<file path="src/hdl/rc4a_pkg.sv">
// rc4a_pkg: shared types, codes and constants for the rc4a stream cipher
// used by rc4a_ctrl, rc4a_dp and rc4a_stream_cipher; no dependencies
package rc4a_pkg;

    // memory geometry and field widths
    localparam int SBOX_DEPTH = 256;
    localparam int ADDR_W     = $clog2(SBOX_DEPTH);
    localparam int BYTE_W     = 8;
    localparam int OP_W       = 2;
    localparam int KLEN_W     = 9;

    // key length limits and reset value
    localparam logic [KLEN_W-1:0] KEY_LEN_RESET = 9'd16;
    localparam logic [KLEN_W-1:0] KEY_LEN_MIN   = 9'd1;
    localparam logic [KLEN_W-1:0] KEY_LEN_MAX   = 9'd256;

    // request opcodes
    localparam logic [OP_W-1:0] OP_KEY_WR = 2'd0;
    localparam logic [OP_W-1:0] OP_SCHED  = 2'd1;
    localparam logic [OP_W-1:0] OP_CRYPT  = 2'd2;
    localparam logic [OP_W-1:0] OP_NONE   = 2'd3;

    // result status codes
    localparam logic STAT_OK        = 1'b0;
    localparam logic STAT_NOT_KEYED = 1'b1;

    // controller states
    typedef enum logic [3:0] {
        ST_IDLE,
        ST_KEYWR,
        ST_INIT,
        ST_KS0,
        ST_KS1,
        ST_KS2,
        ST_KS3,
        ST_CR1,
        ST_CR2,
        ST_CR3,
        ST_PASS
    } t_state;

    // commands from controller to datapath
    typedef struct packed {
        logic latch;       // capture the request payload
        logic key_wr;      // write key byte into key store
        logic init_wr;     // identity fill of both s-boxes
        logic ks_rd_n;     // schedule: read s[n] and key byte
        logic ks_rd_acc;   // schedule: update acc, read s[acc]
        logic ks_wr_n;     // schedule: s[n] <= s[acc]
        logic ks_wr_acc;   // schedule: s[acc] <= old s[n], advance n
        logic sched_done;  // schedule complete, clear indices
        logic cr_rd_i;     // crypt: step i in phase 0, read adv[i]
        logic cr_rd_j;     // crypt: update j, read adv[j]
        logic cr_wr_i;     // crypt: adv[i] <= adv[j], read look[sum]
        logic cr_wr_j;     // crypt: adv[j] <= old adv[i]
        logic cr_done;     // crypt: load result, flip phase
        logic pass_out;    // not keyed: load input byte unchanged
    } t_cmd;

    // status from datapath to controller
    typedef struct packed {
        logic keyed;
        logic cnt_last;
        logic out_free;
    } t_stat;

endpackage

</file>
<file path="src/hdl/rc4a_ctrl.sv">
// rc4a_ctrl: request sequencer for the rc4a stream cipher
// depends on rc4a_pkg; drives rc4a_dp through t_cmd and reads t_stat
module rc4a_ctrl
    import rc4a_pkg::*;
(
    input  logic            i_clk,
    input  logic            i_rst_n,
    input  logic            i_req_valid,
    input  logic [OP_W-1:0] i_req_op,
    input  t_stat           i_stat,
    output logic            o_req_ready,
    output t_cmd            o_cmd
);

    t_state r_state;
    t_state n_state;

    // state register
    always_ff @(posedge i_clk) begin
        if (!i_rst_n) begin
            r_state <= ST_IDLE;
        end else begin
            r_state <= n_state;
        end
    end

    // next state
    always_comb begin
        n_state = r_state;
        unique case (r_state)
            ST_IDLE: begin
                if (i_req_valid) begin
                    unique case (i_req_op)
                        OP_KEY_WR: n_state = ST_KEYWR;
                        OP_SCHED:  n_state = ST_INIT;
                        OP_CRYPT:  n_state = i_stat.keyed ? ST_CR1 : ST_PASS;
                        OP_NONE:   n_state = ST_IDLE;
                    endcase
                end
            end
            ST_KEYWR: n_state = ST_IDLE;
            ST_INIT:  n_state = i_stat.cnt_last ? ST_KS0 : ST_INIT;
            ST_KS0:   n_state = ST_KS1;
            ST_KS1:   n_state = ST_KS2;
            ST_KS2:   n_state = ST_KS3;
            ST_KS3:   n_state = i_stat.cnt_last ? ST_IDLE : ST_KS0;
            ST_CR1:   n_state = ST_CR2;
            ST_CR2:   n_state = ST_CR3;
            ST_CR3:   n_state = i_stat.out_free ? ST_IDLE : ST_CR3;
            ST_PASS:  n_state = i_stat.out_free ? ST_IDLE : ST_PASS;
            default:  n_state = ST_IDLE;
        endcase
    end

    // command outputs
    always_comb begin
        o_cmd       = '0;
        o_req_ready = 1'b0;
        unique case (r_state)
            ST_IDLE: begin
                o_req_ready = 1'b1;
                o_cmd.latch = i_req_valid;
                // first crypt read overlaps the accept cycle
                o_cmd.cr_rd_i = i_req_valid && (i_req_op == OP_CRYPT) && i_stat.keyed;
            end
            ST_KEYWR: o_cmd.key_wr  = 1'b1;
            ST_INIT:  o_cmd.init_wr = 1'b1;
            ST_KS0:   o_cmd.ks_rd_n = 1'b1;
            ST_KS1:   o_cmd.ks_rd_acc = 1'b1;
            ST_KS2:   o_cmd.ks_wr_n = 1'b1;
            ST_KS3: begin
                o_cmd.ks_wr_acc  = 1'b1;
                o_cmd.sched_done = i_stat.cnt_last;
            end
            ST_CR1:   o_cmd.cr_rd_j = 1'b1;
            ST_CR2:   o_cmd.cr_wr_i = 1'b1;
            ST_CR3: begin
                o_cmd.cr_wr_j = 1'b1;
                o_cmd.cr_done = i_stat.out_free;
            end
            ST_PASS:  o_cmd.pass_out = i_stat.out_free;
            default:  o_cmd = '0;
        endcase
    end

`ifndef SYNTHESIS
    // schedule ends only after the last swap
    a_sched_end: assert property (@(posedge i_clk) disable iff (!i_rst_n)
        o_cmd.sched_done |-> (r_state == ST_KS3) && i_stat.cnt_last)
        else $error("schedule finished before last index");

    // crypt step CR1 always leads straight to CR2
    a_cr_seq: assert property (@(posedge i_clk) disable iff (!i_rst_n)
        (r_state == ST_CR1) |=> (r_state == ST_CR2))
        else $error("crypt sequence broken");

    // schedule loop entered only from fill or previous swap
    a_ks_entry: assert property (@(posedge i_clk) disable iff (!i_rst_n)
        (r_state == ST_KS0) |-> $past(r_state == ST_INIT || r_state == ST_KS3))
        else $error("schedule loop entered from wrong state");
`endif

endmodule

</file>
<file path="config.mk">
export PLATFORM = sky130hd
export DESIGN_NAME = rc4a_ctrl
export DESIGN_NICKNAME = d
export VERILOG_FILES = /design/src/hdl/rc4a_pkg.sv /design/src/hdl/rc4a_ctrl.sv
export SDC_FILE = /design/constraint.sdc
export NUM_CORES = 1
export LEC_CHECK = 0
export BUFFER_PORTS_ARGS = -buffer_cell sky130_fd_sc_hd__buf_4
export CAP_MARGIN = 10
export CORE_AREA = 2 2 39 41
export DETAILED_ROUTE_END_ITERATION = 6
export DIE_AREA = 0 0 41 43
export PLACE_DENSITY_LB_ADDON = 0.05
export SLEW_MARGIN = 5
export SYNTH_ARGS = -nofsm -noshare
export SYNTH_HDL_FRONTEND = slang
export SYNTH_SLANG_ARGS = --single-unit
</file>
<file path="constraint.sdc">
create_clock -name i_clk -period 1.7 [get_ports i_clk]
set_input_delay 0.34 -clock i_clk [delete_from_list [all_inputs] [get_ports i_clk]]
set_output_delay 0.34 -clock i_clk [all_outputs]
set_load 0.05 [all_outputs]
</file>
==> results.json <==
{
  "stdcell_count": 104,
  "grt_use_total_pct": 17.0,
  "final_common_cell": "buf_4",
  "grt-ovfl-total": 0,
  "antenna_left": 0,
  "drc": 0,
  "hold_class": "input pin to register",
  "die_h_um": 43,
  "via_per_inst": 5.22,
  "yosysTopAreaCellShare_pct": 16.2,
  "nets": 100,
  "ys_warn_count": 0,
  "ys_seq_elements": 4,
  "period_minus_slack_ns": 1.63,
  "path_class": "register to output port",
  "routabilityCongestion": 0.760,
  "power_density_nw_per_um2": 1010,
  "reg_top3": "r_state (4)",
  "hold_end": "r_state[2]",
  "start_util_pct": 35.8,
  "hold_depth": 3,
  "clock_latency_ns": 0.23,
  "hpwl_um": 945,
  "synth-seq-area-share_pct": 16.2,
  "fin_ws_ns": 0.0731,
  "top_register": "r_state",
  "rsz0062_at_grt": "yes",
  "grt_pass1_vias": 500,
  "clockBufferDepth": 2,
  "cts_tree": "yes",
  "status": "completed",
  "antenna_cells": 0,
  "clkTransAtPathRegs_ns": 0.04,
  "syn_area_per_cell_um2": 8.12,
  "drtIter0Drc": 3,
  "syn_nets": 71,
  "fin_crit_sh_pct": 95.7,
  "holdCritStartpoint": "i_rst_n",
  "cts_inserted_buffers": 3,
  "maxSlewViolCount": 0,
  "io_pins": 23,
  "max_slew.worst_pin.slew_ns": 0.287,
  "cp-startpoint": "r_state[0]",
  "worst_ir_drop_vdd_uv": 585,
  "crit_arrival_ns": 1.29,
  "core_um2": 1380,
  "syn-cell-area_um2": 495,
  "synthTopCellsByArea": "dfxtp_1 16%, and2_1 5.1%, ha_1 5.1%",
  "die_w_um": 41,
  "setup_violations": 0,
  "r2r_cells": 4,
  "cts_root_buf": "clkbuf_4",
  "r2r-end": "r_state[0]",
  "layout-drive-gt1-share_pct": 61.4,
  "skew_ns": 0.000123,
  "synth_area_leader_cell": "dfxtp_1",
  "cp_max_fo": 6,
  "antenna_found_initial": 0,
  "vias": 543,
  "largest_register_ffs": 4,
  "wire_per_inst_um": 12.2,
  "hold_buffers": 0,
  "final_cell_mix": "25 x buf_4, 5 x nor3_2",
  "crit_path_end_kind": "output port",
  "syn_inst": 61,
  "die_area_um2": 1760,
  "grt_start_max_net_pins": 14,
  "yosysUniqueCellTypes": 34,
  "cellLeakagePower_nw": 0.354,
  "fin_setup_tns_ns": 0,
  "rows": 14,
  "finalHoldViolations": 0,
  "reg2reg_slack_ns": 0.40,
  "cts.sinks": 4,
  "grt_first_pass_wirelength_um": 2060,
  "pre_cts_ws_ns": 0.135,
  "syn_to_final_growth_pct": 56.1,
  "slew_headroom_pct": 80.8,
  "io_buffer_count": 22,
  "max_cap_viol_count": 0,
  "r2r-start": "r_state[2]",
  "routed_wl_um": 1260,
  "fillers": 137,
  "dp_cells": 100,
  "start_kind": "register",
  "htree_levels": 1,
  "max_freq_ghz": 0.615,
  "required_ns": 1.36,
  "first_pass_iters": 4
}
-- layer usage --
metal,wire length [um],track usage [%],part of all wire (%),up-vias
met5,0,0,0,-
met4,0,8.00,0,0
met3,71,1.57,5.6,0
met2,697,28.7,55,21
met1,496,19.9,39,249
li1,-,-,-,273
-- Yosys cell counts, drive strengths merged --
cell     number
nor2          6
nor3          5
and2          4
buf           4
dfxtp         4
inv           4
o21ai         4
nand2b        3
a21boi        2
a21oi         2
a31oi         2
and2b         2
and3b         2
ha            2
a2111oi       1
a211o         1
a211oi        1
and3          1
and4          1
nand2         1
nand3b        1
nor2b         1
nor3b         1
nor4          1
nor4b         1
o211ai        1
o221ai        1
or2b          1
or3           1
-- final cells by class --
| type | count | area (um^2) | share of cell area [%] |
|---|---|---|---|
| clock buffers | 3 | 22.5 | 2.91 |
| inverters | 4 | 15.0 | 1.94 |
| multi-input cells | 49 | 409 | 52.9 |
| flip-flops and latches | 4 | 85.1 | 11.0 |
| well taps | 16 | 20.0 | 2.59 |
| repair buffers | 28 | 221 | 28.6 |
-- metrics by stage --
| step | hold WS (ns) | power [mW] | utilization [%] | instance area (um^2) |
|---|---|---|---|---|
| 2_1_floorplan | 0.470 | 0.517 | - | 541 |
| 3_3_place_gp | 0.602 | 0.630 | 51.9 | 718 |
| 3_5_place_dp | 0.603 | 0.630 | 51.9 | 718 |
| 4_1_cts | 0.347 | 0.778 | 54.3 | 752 |
| 5_1_grt | 0.371 | 0.831 | 55.9 | 773 |
| 6_report | 0.353 | 0.780 | 55.9 | 773 |
-- what timing repair did --
action,CTS,global route
setup buffers,1,0
pin swaps,1,2
setup endpoints to repair,5,4
endpoints found under the hold margin,0,0
resized for setup,3,5
-- power by group --
group / switching, mW / internal, mW / leakage, nW
sequential: 0.0291 / 0.115 / 0.0344
clock: 0.0397 / 0.0790 / 0.0138
combinational: 0.311 / 0.207 / 0.306
-- critical path, stage by stage, from the launching register on --
cell,delay [ns]
dfxtp_2,0.35
nor4_4,0.32
and3_4,0.23
buf_6,0.15
-- logic make-up after synthesis --
family,share of synthesized area [%]
buf+inv,12.1
fa+ha+maj,5.05
flops,16.2
simple gates,44.2
compound gates,22.5
-- how the worst max path moves through the flow --
| stage | end | depth (start not counted) |
|---|---|---|
| floorplan | o_cmd[6] | 3 |
| global placement | o_cmd[5] | 6 |
| detailed placement | o_cmd[5] | 6 |
| CTS | o_cmd[5] | 3 |
| global route | o_cmd[5] | 3 |
| finish | o_cmd[5] | 3 |
(Power assumes the default switching activity.)
